**src/hw/rtl/assert_macros.svh**
```systemverilog
// Assertion macros used by the back end of the block recycler.
// No dependencies; taken in by `include where assertions are written.
`ifndef ASSERT_MACROS_SVH
`define ASSERT_MACROS_SVH

// Property must hold on every clock edge outside reset.
`define ASSERT_ALWAYS(lbl, clk, rst_n, prop) \
	lbl: assert property (@(posedge clk) disable iff (!rst_n) (prop)) \
		else $error("assertion failed: invariant");

// Antecedent implies consequent on the following edge.
`define ASSERT_NEXT(lbl, clk, rst_n, ante, cons) \
	lbl: assert property (@(posedge clk) disable iff (!rst_n) (ante) |=> (cons)) \
		else $error("assertion failed: next-cycle implication");

// Antecedent implies consequent on the same edge.
`define ASSERT_IMPLY(lbl, clk, rst_n, ante, cons) \
	lbl: assert property (@(posedge clk) disable iff (!rst_n) (ante) |-> (cons)) \
		else $error("assertion failed: implication");

`endif

```
**src/hw/rtl/abrsf_pkg.sv**
```systemverilog
// Package of the block recycler: default sizes, event codes, register indices,
// command and result flag types. No dependencies.
package abrsf_pkg;

	localparam int MAX_BLOCKS_DEF = 32;
	localparam int ID_BITS_DEF    = 8;

	localparam int NB_W      = 6;   // playback depth register
	localparam int SID_W     = 8;   // silent_block_id register
	localparam int POOLED_W  = 6;   // pooled_count result field

	localparam int CMD_DEPTH = 2;   // front-to-back queue
	localparam int RES_DEPTH = 2;   // result queue

	// configuration register indices
	localparam logic REG_DEPTH     = 1'b0;
	localparam logic REG_SILENT_ID = 1'b1;

	typedef enum logic [1:0] {
		OP_START    = 2'd0,
		OP_COMPLETE = 2'd1,
		OP_STOP     = 2'd2,
		OP_NONE     = 2'd3
	} op_e_t;

	typedef struct packed {
		op_e_t op;
		logic  has;
		logic  acc;
	} cmd_t;

	typedef struct packed {
		logic release_valid;
		logic submit_valid;
		logic submit_silent;
		logic took_producer;
		logic took_pool;
		logic wait_hint;
		logic clear_device;
		logic queue_error;
		logic last;
	} flags_t;

endpackage

```
**src/hw/rtl/abrsf_res_fifo.sv**
```systemverilog
// Result queue of the block recycler: small register FIFO with empty/pop on the read side.
// Depends on abrsf_pkg (RES_DEPTH).
module abrsf_res_fifo #(
	parameter int WIDTH = 32
) (
	input  logic             clk,
	input  logic             arst_n,
	input  logic             wr_valid,
	output logic             wr_ready,
	input  logic [WIDTH-1:0] wr_data,
	output logic             empty,
	input  logic             pop,
	output logic [WIDTH-1:0] rd_data
);
	import abrsf_pkg::*;

	localparam int IDX_W = $clog2(RES_DEPTH);
	localparam int CNT_W = $clog2(RES_DEPTH + 1);

	logic [WIDTH-1:0] ent_q [RES_DEPTH];
	logic [IDX_W-1:0] head_q, tail_q;
	logic [CNT_W-1:0] count_q;
	logic             wr, rd;

	assign wr_ready = int'(count_q) != RES_DEPTH;
	assign empty    = count_q == '0;
	assign wr       = wr_valid && wr_ready;
	assign rd       = pop && !empty;
	assign rd_data  = ent_q[head_q];

	function automatic logic [IDX_W-1:0] nxt(input logic [IDX_W-1:0] p);
		if (int'(p) == RES_DEPTH - 1) return '0;
		return IDX_W'(int'(p) + 1);
	endfunction

	always_ff @(posedge clk) begin
		if (wr) ent_q[tail_q] <= wr_data;
	end

	always_ff @(posedge clk or negedge arst_n) begin
		if (!arst_n) begin
			head_q  <= '0;
			tail_q  <= '0;
			count_q <= '0;
		end else begin
			if (wr) tail_q <= nxt(tail_q);
			if (rd) head_q <= nxt(head_q);
			if (wr && !rd) count_q <= count_q + CNT_W'(1);
			else if (rd && !wr) count_q <= count_q - CNT_W'(1);
		end
	end

endmodule

```
**src/hw/rtl/abrsf_front.sv**
```systemverilog
// Front end of the block recycler: takes requests, classifies the event, queues commands.
// Depends on abrsf_pkg (op_e_t, cmd_t, CMD_DEPTH).
module abrsf_front #(
	parameter int ID_BITS = abrsf_pkg::ID_BITS_DEF
) (
	input  logic               clk,
	input  logic               arst_n,
	input  logic [1:0]         op,
	input  logic               producer_has_block,
	input  logic [ID_BITS-1:0] producer_block_id,
	input  logic               device_accepts,
	input  logic               push,
	output logic               full,
	output logic               cmd_valid,
	output abrsf_pkg::cmd_t    cmd,
	output logic [ID_BITS-1:0] cmd_pid,
	input  logic               cmd_ready
);
	import abrsf_pkg::*;

	localparam int IDX_W = $clog2(CMD_DEPTH);
	localparam int CNT_W = $clog2(CMD_DEPTH + 1);

	cmd_t               ent_q [CMD_DEPTH];
	logic [ID_BITS-1:0] pid_q [CMD_DEPTH];
	logic [IDX_W-1:0]   head_q, tail_q;
	logic [CNT_W-1:0]   count_q;
	op_e_t              op_cls;
	logic               enq, deq;

	// unknown event code is taken and dropped: it causes no result
	always_comb begin
		case (op_e_t'(op))
			OP_START:    op_cls = OP_START;
			OP_COMPLETE: op_cls = OP_COMPLETE;
			OP_STOP:     op_cls = OP_STOP;
			default:     op_cls = OP_NONE;
		endcase
	end

	assign full      = int'(count_q) == CMD_DEPTH;
	assign enq       = push && !full && (op_cls != OP_NONE);
	assign cmd_valid = count_q != '0;
	assign deq       = cmd_valid && cmd_ready;
	assign cmd       = ent_q[head_q];
	assign cmd_pid   = pid_q[head_q];

	function automatic logic [IDX_W-1:0] nxt(input logic [IDX_W-1:0] p);
		if (int'(p) == CMD_DEPTH - 1) return '0;
		return IDX_W'(int'(p) + 1);
	endfunction

	always_ff @(posedge clk) begin
		if (enq) begin
			ent_q[tail_q] <= '{op: op_cls, has: producer_has_block, acc: device_accepts};
			pid_q[tail_q] <= producer_block_id;
		end
	end

	always_ff @(posedge clk or negedge arst_n) begin
		if (!arst_n) begin
			head_q  <= '0;
			tail_q  <= '0;
			count_q <= '0;
		end else begin
			if (enq) tail_q <= nxt(tail_q);
			if (deq) head_q <= nxt(head_q);
			if (enq && !deq) count_q <= count_q + CNT_W'(1);
			else if (deq && !enq) count_q <= count_q - CNT_W'(1);
		end
	end

endmodule

```
**src/hw/rtl/abrsf_back.sv**
```systemverilog
// Back end of the block recycler: sequencer over the pending and pool ring memories.
// Depends on abrsf_pkg (cmd_t, flags_t, sizes) and assert_macros.svh.
module abrsf_back #(
	parameter int MAX_BLOCKS = abrsf_pkg::MAX_BLOCKS_DEF,
	parameter int ID_BITS    = abrsf_pkg::ID_BITS_DEF
) (
	input  logic                          clk,
	input  logic                          arst_n,
	input  logic [abrsf_pkg::NB_W-1:0]    depth_cfg,
	input  logic [abrsf_pkg::SID_W-1:0]   silent_block_id,
	input  logic                          cmd_valid,
	input  abrsf_pkg::cmd_t               cmd,
	input  logic [ID_BITS-1:0]            cmd_pid,
	output logic                          cmd_ready,
	output logic                          res_valid,
	input  logic                          res_ready,
	output abrsf_pkg::flags_t             res_flags,
	output logic [abrsf_pkg::POOLED_W-1:0] res_pooled,
	output logic [ID_BITS-1:0]            res_release_id,
	output logic [ID_BITS-1:0]            res_submit_id
);
	import abrsf_pkg::*;

	localparam int PTR_W = $clog2(MAX_BLOCKS);
	localparam int CNT_W = $clog2(MAX_BLOCKS + 1);

	typedef enum logic [2:0] {
		B_IDLE,
		B_START,
		B_CEX,
		B_SLOOP,
		B_SEMIT
	} state_t;

	state_t             state_q;
	logic [CNT_W-1:0]   i_q;
	logic [PTR_W-1:0]   pend_rp_q, pend_wp_q, pool_rp_q, pool_wp_q;
	logic [CNT_W-1:0]   pend_count_q, pool_count_q;
	logic               wait_q, has_q, acc_q, rd_v_q;
	logic [ID_BITS-1:0] pid_q;

	logic [ID_BITS-1:0] pend_mem [MAX_BLOCKS];
	logic [ID_BITS-1:0] pool_mem [MAX_BLOCKS];
	logic [ID_BITS-1:0] pend_rd_q, pool_rd_q;

	logic [CNT_W-1:0]   cap;
	logic [ID_BITS-1:0] silent;
	logic               i_last;
	logic               pend_ok, pool_ok, rel_v, push_ok, c_err;
	logic [CNT_W-1:0]   pend_cnt_pop;
	logic [ID_BITS-1:0] sub_id;
	logic               pend_we, pool_we;
	logic [PTR_W-1:0]   pend_wa;
	logic [ID_BITS-1:0] pend_wd;

	function automatic logic [PTR_W-1:0] adv(input logic [PTR_W-1:0] p,
	                                         input logic [CNT_W-1:0] c);
		if (int'(p) + 1 >= int'(c)) return '0;
		return PTR_W'(int'(p) + 1);
	endfunction

	// capacity clamped to 2 .. MAX_BLOCKS
	always_comb begin
		if (int'(depth_cfg) < 2) cap = CNT_W'(2);
		else if (int'(depth_cfg) > MAX_BLOCKS) cap = CNT_W'(MAX_BLOCKS);
		else cap = CNT_W'(depth_cfg);
	end

	assign silent = ID_BITS'(silent_block_id);
	assign i_last = int'(i_q) + 1 == int'(cap);

	// completion: pop pending, pick pool / producer / silent, push if accepted
	assign pend_ok      = pend_count_q != '0;
	assign pool_ok      = pool_count_q != '0;
	assign rel_v        = pend_ok && (pend_rd_q != silent);
	assign sub_id       = pool_ok ? pool_rd_q : (has_q ? pid_q : silent);
	assign pend_cnt_pop = pend_count_q - CNT_W'(pend_ok);
	assign push_ok      = acc_q && (pend_cnt_pop < cap);
	assign c_err        = !pend_ok || (acc_q && !push_ok);

	assign cmd_ready = state_q == B_IDLE;

	always_comb begin
		res_valid      = 1'b0;
		res_flags      = '0;
		res_pooled     = POOLED_W'(pool_count_q);
		res_release_id = '0;
		res_submit_id  = '0;
		case (state_q)
			B_START: begin
				res_valid               = 1'b1;
				res_flags.submit_valid  = 1'b1;
				res_flags.submit_silent = 1'b1;
				res_flags.clear_device  = i_q == '0;
				res_flags.last          = i_last;
				res_submit_id           = silent;
			end
			B_CEX: begin
				res_valid               = 1'b1;
				res_flags.release_valid = rel_v;
				res_flags.submit_valid  = 1'b1;
				res_flags.submit_silent = sub_id == silent;
				res_flags.took_producer = !pool_ok && has_q;
				res_flags.took_pool     = pool_ok;
				res_flags.wait_hint     = !pool_ok && wait_q;
				res_flags.queue_error   = c_err;
				res_flags.last          = 1'b1;
				res_pooled              = POOLED_W'(pool_count_q - CNT_W'(pool_ok));
				res_release_id          = rel_v ? pend_rd_q : '0;
				res_submit_id           = sub_id;
			end
			B_SEMIT: begin
				res_valid              = 1'b1;
				res_flags.clear_device = 1'b1;
				res_flags.last         = 1'b1;
			end
			default: ;
		endcase
	end

	// memory write ports
	always_comb begin
		pend_we = 1'b0;
		pend_wa = pend_wp_q;
		pend_wd = sub_id;
		case (state_q)
			B_START: begin
				pend_we = res_ready;
				pend_wa = i_q[PTR_W-1:0];
				pend_wd = silent;
			end
			B_CEX:   pend_we = res_ready && push_ok;
			default: ;
		endcase
	end

	assign pool_we = (state_q == B_SLOOP) && rd_v_q && (pend_rd_q != silent)
	                 && (pool_count_q < cap);

	always_ff @(posedge clk) begin
		if (pend_we) pend_mem[pend_wa] <= pend_wd;
		pend_rd_q <= pend_mem[pend_rp_q];
	end

	always_ff @(posedge clk) begin
		if (pool_we) pool_mem[pool_wp_q] <= pend_rd_q;
		pool_rd_q <= pool_mem[pool_rp_q];
	end

	always_ff @(posedge clk) begin
		if (cmd_valid && cmd_ready) begin
			has_q <= cmd.has;
			acc_q <= cmd.acc;
			pid_q <= cmd_pid;
		end
	end

	always_ff @(posedge clk or negedge arst_n) begin
		if (!arst_n) begin
			state_q      <= B_IDLE;
			i_q          <= '0;
			pend_rp_q    <= '0;
			pend_wp_q    <= '0;
			pend_count_q <= '0;
			pool_rp_q    <= '0;
			pool_wp_q    <= '0;
			pool_count_q <= '0;
			wait_q       <= 1'b0;
			rd_v_q       <= 1'b0;
		end else begin
			case (state_q)
				B_IDLE: begin
					if (cmd_valid) begin
						case (cmd.op)
							OP_START: begin
								i_q       <= '0;
								pend_rp_q <= '0;
								pend_wp_q <= '0;
								wait_q    <= pool_count_q == '0;
								state_q   <= B_START;
							end
							OP_COMPLETE: state_q <= B_CEX;
							OP_STOP: begin
								pool_rp_q    <= '0;
								pool_wp_q    <= '0;
								pool_count_q <= '0;
								rd_v_q       <= 1'b0;
								state_q      <= B_SLOOP;
							end
							default: ;
						endcase
					end
				end
				B_START: begin
					if (res_ready) begin
						if (i_last) begin
							pend_count_q <= cap;
							state_q      <= B_IDLE;
						end else begin
							i_q <= i_q + CNT_W'(1);
						end
					end
				end
				B_CEX: begin
					if (res_ready) begin
						if (pend_ok) pend_rp_q <= adv(pend_rp_q, cap);
						if (push_ok) pend_wp_q <= adv(pend_wp_q, cap);
						pend_count_q <= pend_cnt_pop + CNT_W'(push_ok);
						if (pool_ok) pool_rp_q <= adv(pool_rp_q, cap);
						pool_count_q <= pool_count_q - CNT_W'(pool_ok);
						wait_q       <= !pool_ok && !has_q;
						state_q      <= B_IDLE;
					end
				end
				B_SLOOP: begin
					if (pool_we) begin
						pool_wp_q    <= adv(pool_wp_q, cap);
						pool_count_q <= pool_count_q + CNT_W'(1);
					end
					if (pend_ok) begin
						pend_rp_q    <= adv(pend_rp_q, cap);
						pend_count_q <= pend_count_q - CNT_W'(1);
						rd_v_q       <= 1'b1;
					end else begin
						rd_v_q <= 1'b0;
						if (!rd_v_q) state_q <= B_SEMIT;
					end
				end
				B_SEMIT: begin
					if (res_ready) state_q <= B_IDLE;
				end
				default: state_q <= B_IDLE;
			endcase
		end
	end

	`include "assert_macros.svh"

	`ASSERT_ALWAYS(a_pend_bound, clk, arst_n, int'(pend_count_q) <= MAX_BLOCKS)
	`ASSERT_ALWAYS(a_pool_bound, clk, arst_n, int'(pool_count_q) <= MAX_BLOCKS)
	`ASSERT_IMPLY(a_clear_no_rel, clk, arst_n, res_valid && res_flags.clear_device,
		!res_flags.release_valid && !res_flags.queue_error && !res_flags.took_pool)
	`ASSERT_NEXT(a_stop_drained, clk, arst_n,
		state_q == B_SLOOP && !pend_ok && !rd_v_q, state_q == B_SEMIT)

endmodule

```
**src/hw/rtl/audio_block_recycler_silence_fill.sv**
```systemverilog
// Top level of the audio block recycler with silence fill.
// Depends on abrsf_pkg, abrsf_front, abrsf_back and abrsf_res_fifo.
//
//  channel   | handshake          | payload
//  ----------+--------------------+-----------------------------------------------
//  request   | push / full        | op, producer_has_block, producer_block_id,
//            |                    | device_accepts
//  result    | empty / pop        | release_*, submit_*, took_*, wait_hint,
//            |                    | clear_device, queue_error, pooled_count, last
//  config    | wr_en (no wait)    | wr_index, wr_data
//
// Sequence: a request is registered in the front queue, then the back-end sequencer
//  runs it: completion as one result; start as cap silent submissions, one per cycle
//  while the result queue has room; stop drains one pending entry per cycle.
// Reset: arst_n clears all pointers, counts, waiting flag and config (playback depth 2);
//  the ring memories are not cleared and need no clearing pass.
// Stalls: the front takes up to two further requests while the back works; the back
//  holds when the two-entry result queue is full, and full rises when the front fills.
module audio_block_recycler_silence_fill #(
	parameter int MAX_BLOCKS = abrsf_pkg::MAX_BLOCKS_DEF,
	parameter int ID_BITS    = abrsf_pkg::ID_BITS_DEF
) (
	input  logic                          clk,
	input  logic                          arst_n,
	// request side
	input  logic                          push,
	output logic                          full,
	input  logic [1:0]                    op,
	input  logic                          producer_has_block,
	input  logic [ID_BITS-1:0]            producer_block_id,
	input  logic                          device_accepts,
	// result side
	output logic                          empty,
	input  logic                          pop,
	output logic                          release_valid,
	output logic [ID_BITS-1:0]            release_id,
	output logic                          submit_valid,
	output logic [ID_BITS-1:0]            submit_id,
	output logic                          submit_silent,
	output logic                          took_producer,
	output logic                          took_pool,
	output logic                          wait_hint,
	output logic                          clear_device,
	output logic                          queue_error,
	output logic [abrsf_pkg::POOLED_W-1:0] pooled_count,
	output logic                          last,
	// configuration
	input  logic                          wr_en,
	input  logic                          wr_index,
	input  logic [abrsf_pkg::SID_W-1:0]   wr_data
);
	import abrsf_pkg::*;

	localparam int RES_W = $bits(flags_t) + POOLED_W + 2 * ID_BITS;

	logic [NB_W-1:0]    depth_q;
	logic [SID_W-1:0]   silent_q;

	logic               cmd_valid, cmd_ready;
	cmd_t               cmd;
	logic [ID_BITS-1:0] cmd_pid;

	logic               res_valid, res_ready;
	flags_t             res_flags, out_flags;
	logic [POOLED_W-1:0] res_pooled;
	logic [ID_BITS-1:0] res_release_id, res_submit_id;
	logic [RES_W-1:0]   res_data, out_data;

	// config registers; the user must write them only while idle, the block does not enforce it
	always_ff @(posedge clk or negedge arst_n) begin
		if (!arst_n) begin
			depth_q  <= NB_W'(2);
			silent_q <= '0;
		end else if (wr_en) begin
			case (wr_index)
				REG_DEPTH:     depth_q  <= wr_data[NB_W-1:0];
				REG_SILENT_ID: silent_q <= wr_data;
				default: ;
			endcase
		end
	end

	// front: accept and classify requests, two-deep command queue
	abrsf_front #(
		.ID_BITS(ID_BITS)
	) u_front (
		.clk                (clk),
		.arst_n             (arst_n),
		.op                 (op),
		.producer_has_block (producer_has_block),
		.producer_block_id  (producer_block_id),
		.device_accepts     (device_accepts),
		.push               (push),
		.full               (full),
		.cmd_valid          (cmd_valid),
		.cmd                (cmd),
		.cmd_pid            (cmd_pid),
		.cmd_ready          (cmd_ready)
	);

	// back: ring memories and the event sequencer
	abrsf_back #(
		.MAX_BLOCKS(MAX_BLOCKS),
		.ID_BITS   (ID_BITS)
	) u_back (
		.clk             (clk),
		.arst_n          (arst_n),
		.depth_cfg       (depth_q),
		.silent_block_id (silent_q),
		.cmd_valid       (cmd_valid),
		.cmd             (cmd),
		.cmd_pid         (cmd_pid),
		.cmd_ready       (cmd_ready),
		.res_valid       (res_valid),
		.res_ready       (res_ready),
		.res_flags       (res_flags),
		.res_pooled      (res_pooled),
		.res_release_id  (res_release_id),
		.res_submit_id   (res_submit_id)
	);

	assign res_data = {res_flags, res_pooled, res_release_id, res_submit_id};

	// result queue decouples the sequencer from the consumer
	abrsf_res_fifo #(
		.WIDTH(RES_W)
	) u_res_fifo (
		.clk      (clk),
		.arst_n   (arst_n),
		.wr_valid (res_valid),
		.wr_ready (res_ready),
		.wr_data  (res_data),
		.empty    (empty),
		.pop      (pop),
		.rd_data  (out_data)
	);

	assign {out_flags, pooled_count, release_id, submit_id} = out_data;

	assign release_valid = out_flags.release_valid;
	assign submit_valid  = out_flags.submit_valid;
	assign submit_silent = out_flags.submit_silent;
	assign took_producer = out_flags.took_producer;
	assign took_pool     = out_flags.took_pool;
	assign wait_hint     = out_flags.wait_hint;
	assign clear_device  = out_flags.clear_device;
	assign queue_error   = out_flags.queue_error;
	assign last          = out_flags.last;

endmodule
```
**config.mk**
```make
export PLATFORM = sky130hd
export DESIGN_NAME = audio_block_recycler_silence_fill
export DESIGN_NICKNAME = d
export VERILOG_FILES = /design/src/hw/rtl/abrsf_pkg.sv /design/src/hw/rtl/abrsf_res_fifo.sv /design/src/hw/rtl/abrsf_front.sv /design/src/hw/rtl/abrsf_back.sv /design/src/hw/rtl/audio_block_recycler_silence_fill.sv
export VERILOG_INCLUDE_DIRS = /design/src /design/src/hw/rtl
export SDC_FILE = /design/constraint.sdc
export NUM_CORES = 1
export LEC_CHECK = 0
export BUFFER_PORTS_ARGS = -buffer_cell sky130_fd_sc_hd__buf_2
export CAP_MARGIN = 40
export CORE_MARGIN = 1
export CORE_UTILIZATION = 55
export CTS_CLUSTER_DIAMETER = 50
export DETAILED_ROUTE_END_ITERATION = 6
export PLACE_DENSITY_LB_ADDON = 0.2
export SYNTH_ARGS = -nofsm -noshare
export SYNTH_HDL_FRONTEND = slang
export SYNTH_SLANG_ARGS = --single-unit
```
**constraint.sdc**
```tcl
create_clock -name clk -period 8.2 [get_ports clk]
set_input_delay 0.41 -clock clk [delete_from_list [all_inputs] [get_ports clk]]
set_output_delay 0.41 -clock clk [all_outputs]
set_load 0.02 [all_outputs]
```
Yosys cells after proc, flatten, opt, wreduce, memory -nomap -nowiden
Memory sizes are Yosys's and may differ from the RTL's. A register that Yosys moved wholly into a read port is not among the register bits.
Cells that the tools add are included.
Storage, ports and cells
  register bits after elaboration: 67
  latch bits: 0
  memory bits (writable): 598
  bits in read-only memories: 0
  logic and storage cells: 262
  memories kept: 5
Operators by class
  add/subtract/negate cells: 19
  $mul: 0
  div/mod/pow operators: 0
  $lt $le $gt $ge: 8
  eq/ne operators: 30
  shift-type cells: 0
  muxes and demuxes: 119
  bitwise operators: 1
  reduce and logical (&&, ||, !) cells: 60
Memories
  u_back.pend_mem: words 32, bits a word 8, read ports 1, clocked after memory_dff 1, wr ports 1, RTL line abrsf_back.sv:42  | logic [ID_BITS-1:0] pend_mem [MAX_BLOCKS];
  u_back.pool_mem: words 32, bits a word 8, read ports 1, clocked after memory_dff 1, wr ports 1, RTL line abrsf_back.sv:43  | logic [ID_BITS-1:0] pool_mem [MAX_BLOCKS];
  u_res_fifo.ent_q: words 2, bits a word 31, read ports 1, clocked after memory_dff 0, wr ports 1, RTL line abrsf_res_fifo.sv:20  | logic [WIDTH-1:0] ent_q [RES_DEPTH];
  u_front.pid_q: words 2, bits a word 8, read ports 1, clocked after memory_dff 1, wr ports 1, RTL line abrsf_front.sv:25  | logic [ID_BITS-1:0] pid_q [CMD_DEPTH];
  u_front.ent_q: words 2, bits a word 4, read ports 1, clocked after memory_dff 0, wr ports 1, RTL line abrsf_front.sv:24  | cmd_t ent_q [CMD_DEPTH];
Operator list (number)
  $ge A32 B7 Y1: 4
  $mux W5: 22
  $mux W6: 15
  $mux W1: 49
  $mux W8: 5
  $pmux W6 S3: 2
  $eq A32 B7 Y1: 1
  $pmux W5 S2: 3
  $reduce_and A5 Y1: 5
  $add A5 B1 Y6 const B: 4
  $mux W3: 7
  $ne A2 B1 Y1 const B: 10
  $logic_and A1 B1 Y1: 19
  $pmux W8 S2: 1
  $pmux W5 S3: 1
  $ne A2 B2 Y1 const B: 7
  $add A6 B1 Y6 const B: 2
  $logic_not A6 Y1: 2
  $lt A6 B6 Y1: 2
  $pmux W3 S4: 1
  $pmux W6 S2: 1
  $reduce_bool A2 Y1: 6
  $reduce_bool A6 Y1: 2
  $sub A6 B1 Y6: 2
  other kinds (34): 64

Logic depth before layout (Yosys ltp)
  word-level depth: 12
  depth in mapped cells: 21

Modules after synthesis
Synthesis repeated with hierarchy kept, for this count alone.
Second synthesis, totals
  cell total of the unflattened synthesis: 1796
  area, all modules: 29792.3 um2
Modules (own cells, without submodules)
  abrsf_back: instances 1, cells an instance 1591, area an instance 25538.2 um2, sequential area each 17071.4 um2
  abrsf_res_fifo: instances 1, cells an instance 115, area an instance 2588.7 um2, sequential area each 1961.9 um2
  abrsf_front: instances 1, cells an instance 59, area an instance 1102.3 um2, sequential area each 820.8 um2
  audio_block_recycler_silence_fill: instances 1, cells an instance 31, area an instance 563.0 um2, sequential area each 351.6 um2

Least setup slack after synthesis
Ideal clock, no wire load.
  path kind: reg-to-reg
  start: register u_back.pend_count_q[3]
  end: register u_back.pend_count_q[4]
  library setup time: 0.078 ns
  data arrival time: 3.915 ns
  required time: 8.122 ns
  path slack: 4.207 ns
  cell stages (with the launch flop): 21
  path buffers: 1
  clock period less this slack: 3.993 ns
  path through: dfrtp_1 buf_2 nor3_1 and3_1 inv_1 ha_1 nor3b_1 xnor2_1 inv_1 ha_1 a21o_1 a21oi_1 nor2b_1 nor4b_2 ha_1 ha_1 mux2_2 nor2_1 a31oi_1 o31ai_1 o2bb2ai_1
Between the ends
  word-level cells in the longest chain between the ends: 7
  elaborated cells between the ends (all ways): 11
  classes of those cells: add/sub: 3; order compare: 1; eq/ne: 1; mux: 3; reduce/logical: 3
RTL lines
  from (decl): RTL line abrsf_back.sv:38  | logic [CNT_W-1:0] pend_count_q, pool_count_q;
  from (signal assigned): RTL line abrsf_back.sv:197  | pend_count_q <= cap;
  from (signal assigned): RTL line abrsf_back.sv:208  | pend_count_q <= pend_cnt_pop + CNT_W'(push_ok);
  from (signal assigned): RTL line abrsf_back.sv:222  | pend_count_q <= pend_count_q - CNT_W'(1);
  $reduce_bool A6 Y1: RTL line abrsf_back.sv:73  | assign pend_ok = pend_count_q != '0;
  $sub A6 B1 Y6: RTL line abrsf_back.sv:77  | assign pend_cnt_pop = pend_count_q - CNT_W'(pend_ok);
  $lt A6 B6 Y1: RTL line abrsf_back.sv:78  | assign push_ok = acc_q && (pend_cnt_pop < cap);
  $logic_and A1 B1 Y1: RTL line abrsf_back.sv:78
  $add A6 B1 Y6: RTL line abrsf_back.sv:208
  $mux W6: RTL line abrsf_back.sv:205  | if (res_ready) begin
  $pmux W6 S3: RTL line abrsf_back.sv:171  | case (state_q)
Parallel ways exist; a longest one is shown, timed or not. The select of a mux whose other input is x is not followed.
A chain may end at the register's enable or synchronous reset.

Worst setup path after layout
  start: register u_back.pend_count_q[3]
  end: memory u_back.pend_mem[17][6] (netlist name), enable pin
Between the ends
  word-level cells in the longest chain between the ends: 8
RTL lines
  $reduce_bool A6 Y1: RTL line abrsf_back.sv:73
  $sub A6 B1 Y6 *: RTL line abrsf_back.sv:77
  $lt A6 B6 Y1 *: RTL line abrsf_back.sv:78
  $logic_and A1 B1 Y1 *: RTL line abrsf_back.sv:78
  $logic_and A1 B1 Y1 *: RTL line abrsf_back.sv:132  | B_CEX: pend_we = res_ready && push_ok;
  $pmux W1 S2 *: RTL line abrsf_back.sv:126  | case (state_q)
  $mux W1 *: RTL line abrsf_back.sv:141  | if (pend_we) pend_mem[pend_wa] <= pend_wd;
  $mux W1 (implied by the code) *: RTL line abrsf_back.sv:141
  to (decl): RTL line abrsf_back.sv:42
Every way passes the cells marked *; elsewhere a longest branch is shown, timed or not.

==> impl_summary.md <==
Route
The number of detailed-route iterations in the first pass is 7. After detailed routing, no signal wire sits above met5. The routed design uses 33.3 mm of met2 wire.

The wire length on met3 is 4.51 mm. The number of vias per cell is 6.27. In the final routed layout, each cell accounts on average for 26.2 µm. Summing over every cut layer, the via total after detailed routing is 16.5k. In the final routing, the length of wire on met1 measures 29.3 mm. In this run the remaining antenna-violating nets after routing total 0.

For this block, the routed nets add up to 68.8 mm of wire. In the routed design, unresolved DRC markers number 4. The number of DRC markers after the initial detailed-route iteration is 1667.

Floorplan
The die is 233 µm wide. The area enclosed by the die boundary is 54500 µm². After floorplanning, the core was divided into 84 placement rows. For this configuration, the core starts out at a cell density of 55.8%. 59 I/O pins were placed. The area of the placeable core is 52800 µm². The overall die height is 233 µm.

Synth
After synthesis the netlist holds a flip-flop and latch count of 689. The share of synthesized cell area in full adder, half adder and majority cells is 2.46%. The synthesized netlist devotes 5.05% of its cell area to compound gates. The synthesized net count is 1873.

Counting flops with a built-in enable in the synthesized netlist gives 608. The sequential-to-total area share from yosys stat is 68.6%. The netlist area before placement is 29400 µm². A synthesized cell averages 16.5 µm². In the synthesized netlist the dominant register cell turns out to be edfxtp_1.

The number of different library cells used by synthesis comes to 77. The synthesized netlist devotes 1.73% of its cell area to XOR and XNOR gates. The fraction of registers with async set or reset after synthesis is 9.43%. Yosys printed 0 warnings. The synthesized netlist devotes 5.96% of its cell area to simple gates. Synthesis produced 1789 cells. The post-synthesis mux area share is 14.2%. After synthesis, the largest family of logic cells by area is multiplexers.

Power
Summed over all nets, the switching power comes to 0.00401 W. In this run the power density over the cells is 360 nW/µm². The worst-case IR drop observed on VDD is 214 µV. The switching portion of total power is 33.6%. For this design the static power due to leakage is 11.1 nW.

The share of total power dissipated in combinational logic is 29.8%. In this run, the clock network consumes 27.5% of the power. The internal portion of the total power is 0.00794 W.

The sequential cell fraction of total power is 42.7%.

Outcome
The final reports fail on DRC. The flow ran to the end, but the final reports show violations.

Final layout
The repair_antennas step left the layout with diodes totalling 0. Measured on the finished design, the core utilization comes to 62.9%. Counting the fill cells in the layout gives 3739. The final layout contains 1959 nets. The post-route netlist has 22.4% of its cells at a drive strength greater than 1. In the final layout, flip-flops and latches occupy 20200 µm². In the final layout, the multi-input gates occupy 8710 µm². From synthesis to final layout, the design area changed by 12.7%.

GRT
The number of antenna violations at the first check in global routing is 1. The largest net degree at the start of global routing is 62. In the global route stage, overall resource usage came out at 26.0%. The first-pass GRT wire length is 103 mm.

The via count of the first global-routing pass was 16.4k. The leftover overflow at the end of global routing is 0.

Setup path
For the worst setup path, the data arrival time is 4.95 ns. Counting cells, the worst reg-to-reg path comes to 15. By startpoint and endpoint, the worst setup path is classified as reg2reg. The data required time of the worst path is 8.44 ns. The worst setup path is captured at a register.

The worst setup path is launched from a register. The worst-path maximum fanout is 8.

CTS
The clock sink total is 689. The number of buffers inserted during clock tree synthesis is 73. The CTS tree is done.

The H-tree depth is 3. After clock tree synthesis, the clock-pin slew on the worst setup and hold paths is 0.06 ns. The root buffer cell chosen for the clock tree is clkbuf_16. Counting along the longest clock path gives a buffer depth of 3. The buffers inserted during post-CTS setup optimization is 0.

The later pin in the worst-skew pair is clocked with a latency of 0.62 ns.

STA
The final critical-path setup slack is 3.49 ns. The highest achievable clock rate is 212 MHz. The portion of the clock cycle consumed by the worst path in the final layout is 57.5%. The total setup violations reported at the end of the flow is 0. The clock skew after layout is 0.0201 ns. Setup repair after global routing left no endpoint under its margin. The worst-margin pin slew is 0.907 ns. Summed over all failing endpoints, the final setup total negative slack is 0 ns. Measured against its own limit, the worst slew margin works out to 39.5%.

For the finished layout, the period the worst path requires is 4.71 ns. The count of final hold-check violations was 0. The max-slew violation count is 0.

Place
The placed wire-length estimate is 43.4 mm. Before CTS, the worst setup slack after placement is 3.62 ns. The congestion estimate from routability-driven global placement came to 0.870. In this run the tool buffered the top-level ports with 58 buffer cells.

Hold path
The type of the worst min-delay path is in2reg. The number of cells on the worst hold path is 1.

Flow run
Across the run, the number of max-cap violations was 0.
[flip-flops by register name (all words and copies together), names as in the netlist, 8 cells and up]
| register | flops |
|---|---|
| u_front.pid_q | 16 |
| u_front.ent_q | 8 |
| u_back.pid_q | 8 |
| u_back.pool_mem | 256 |
| silent_q | 8 |
| u_back.pend_mem | 256 |
| u_res_fifo.ent_q | 62 |
| u_back.pend_rd_q | 8 |
| u_back.pool_rd_q | 8 |
[cell type report]
| type | count | area share [%] |
|---|---|---|
| sequential | 689 | 60.9 |
| timing repair buffer | 111 | 2.53 |
| clock buffer | 100 | 6.03 |
| clock inverter | 36 | 1.18 |
| inverter | 42 | 0.475 |
| multi-input combinational | 958 | 26.3 |
| tap | 688 | 2.59 |
[worst max-delay path, cell delays in order (launching register included)]
cell and delay [ns]:
dfrtp_1 0.48, nor3_1 0.37, and3_1 0.28, inv_1 0.12, ha_1 0.25, nor3b_1 0.17, xnor2_1 0.28, inv_1 0.08
ha_1 0.32, a21o_1 0.16, a21oi_1 0.13, nor2b_1 0.08, nor4b_2 0.45, a22o_1 0.39, nand2_1 0.21, nor2_1 0.59
[repair_timing]
item / CTS / global route
resized for setup: 0 / 0
hold endpoints to repair: 42 / 0
hold buffers: 10 / 0
[kinds of logic after synthesis]
kind of cell	Yosys count
fa+ha+maj	58
simple gates	363
compound gates	222
buf+inv	142
xor+xnor	58
flops	689
mux	257
[through the flow]
step	hold slack [ns]	cell area [µm²]	cells	total power [W]
6_report	0.0370	33200	2624	0.0120
4_1_cts	0.0219	33200	2624	0.0120
2_1_floorplan	0.114	29400	1789	0.00730
5_1_grt	0.0361	33200	2624	0.0124
3_3_place_gp	0.447	30500	2467	0.00858
3_5_place_dp	0.463	30700	2478	0.00871
[worst paths after layout]
path / start / to / slack, ns
min: producer_block_id[6] / u_front.pid_q[1][6] / 0.04
max in group asynchronous: arst_n / u_back.pend_rp_q[0] / 6.75
max: u_back.pend_count_q[3] / u_back.pend_mem[17][6] / 3.49
max reg2reg: u_back.pend_count_q[3] / u_back.pend_mem[17][6] / 3.49
min reg2reg: u_back.wait_q / u_back.wait_q / 0.50
min in group asynchronous: arst_n / u_res_fifo.count_q[1] / 0.36
[layer usage]
metal	GRT usage [%]	vias up
li1	-	7168
met1	36.8	8479
met2	41.6	696
met3	4.03	120
met4	8.05	2
met5	0	-
[cells in the mapped netlist, types with 3 or more instances]
cell	instances	area share (%)
a211oi_1	6	0.15
a21o_1	12	0.31
a21oi_1	37	0.63
a22o_1	5	0.15
a22oi_1	3	0.076
a31oi_1	10	0.21
and2_1	16	0.34
and2b_2	3	0.089
and3_1	6	0.13
buf_1	13	0.17
buf_2	25	0.42
buf_6	3	0.11
clkbuf_1	55	0.70
clkbuf_2	3	0.051
clkinv_1	3	0.038
dfrtp_1	64	5.4
dfxtp_1	16	1.1
edfxtp_1	608	62
ha_1	58	2.5
inv_1	39	0.50
mux2_2	70	2.7
mux2i_1	66	2.2
mux4_2	120	9.2
nand2_1	97	1.2
nand2b_1	18	0.38
nand3_1	32	0.54
nand3b_1	7	0.18
nand4_1	10	0.21
nor2_1	118	1.5
nor2b_1	17	0.36
nor3_1	15	0.25
nor4_1	5	0.11
o211ai_1	3	0.076
o21ai_0	65	1.1
o221ai_1	36	1.1
o22ai_1	6	0.13
o311ai_0	3	0.089
o31ai_1	10	0.25
o32ai_1	4	0.12
o41ai_1	3	0.089
or4_1	3	0.076
xnor2_1	37	1.1
xor2_1	21	0.62
[cells in the final DEF (no fill, tap or decap), drive strengths merged, types with 7 or more instances in the layout]
master,n
nor4,7
xor2,21
mux2,71
xnor2,37
nand2,98
mux2i,66
nand3b,7
dlygate4sd3,10
nand4,10
edfxtp,608
nand2b,19
nor2,119
dfxtp,16
dfrtp,64
nor3,15
o21ai,67
mux4,120
inv,44
and2,16
a21o,13
a21oi,37
clkbuf,100
a31oi,10
ha,58
nand3,33
buf,101
o221ai,36
clkinv,25
nor2b,17
o31ai,10
[power groups by stage]
stage	clock, W	combinational, W	sequential [W]
floorplan	0	0.00222	0.00509
CTS	0.00333	0.00356	0.00510
global placement	0	0.00341	0.00517
finish	0.00329	0.00356	0.00510
global route	0.00345	0.00381	0.00515
detailed placement	0	0.00354	0.00517
Note: power is estimated with default switching activity, not from simulation.
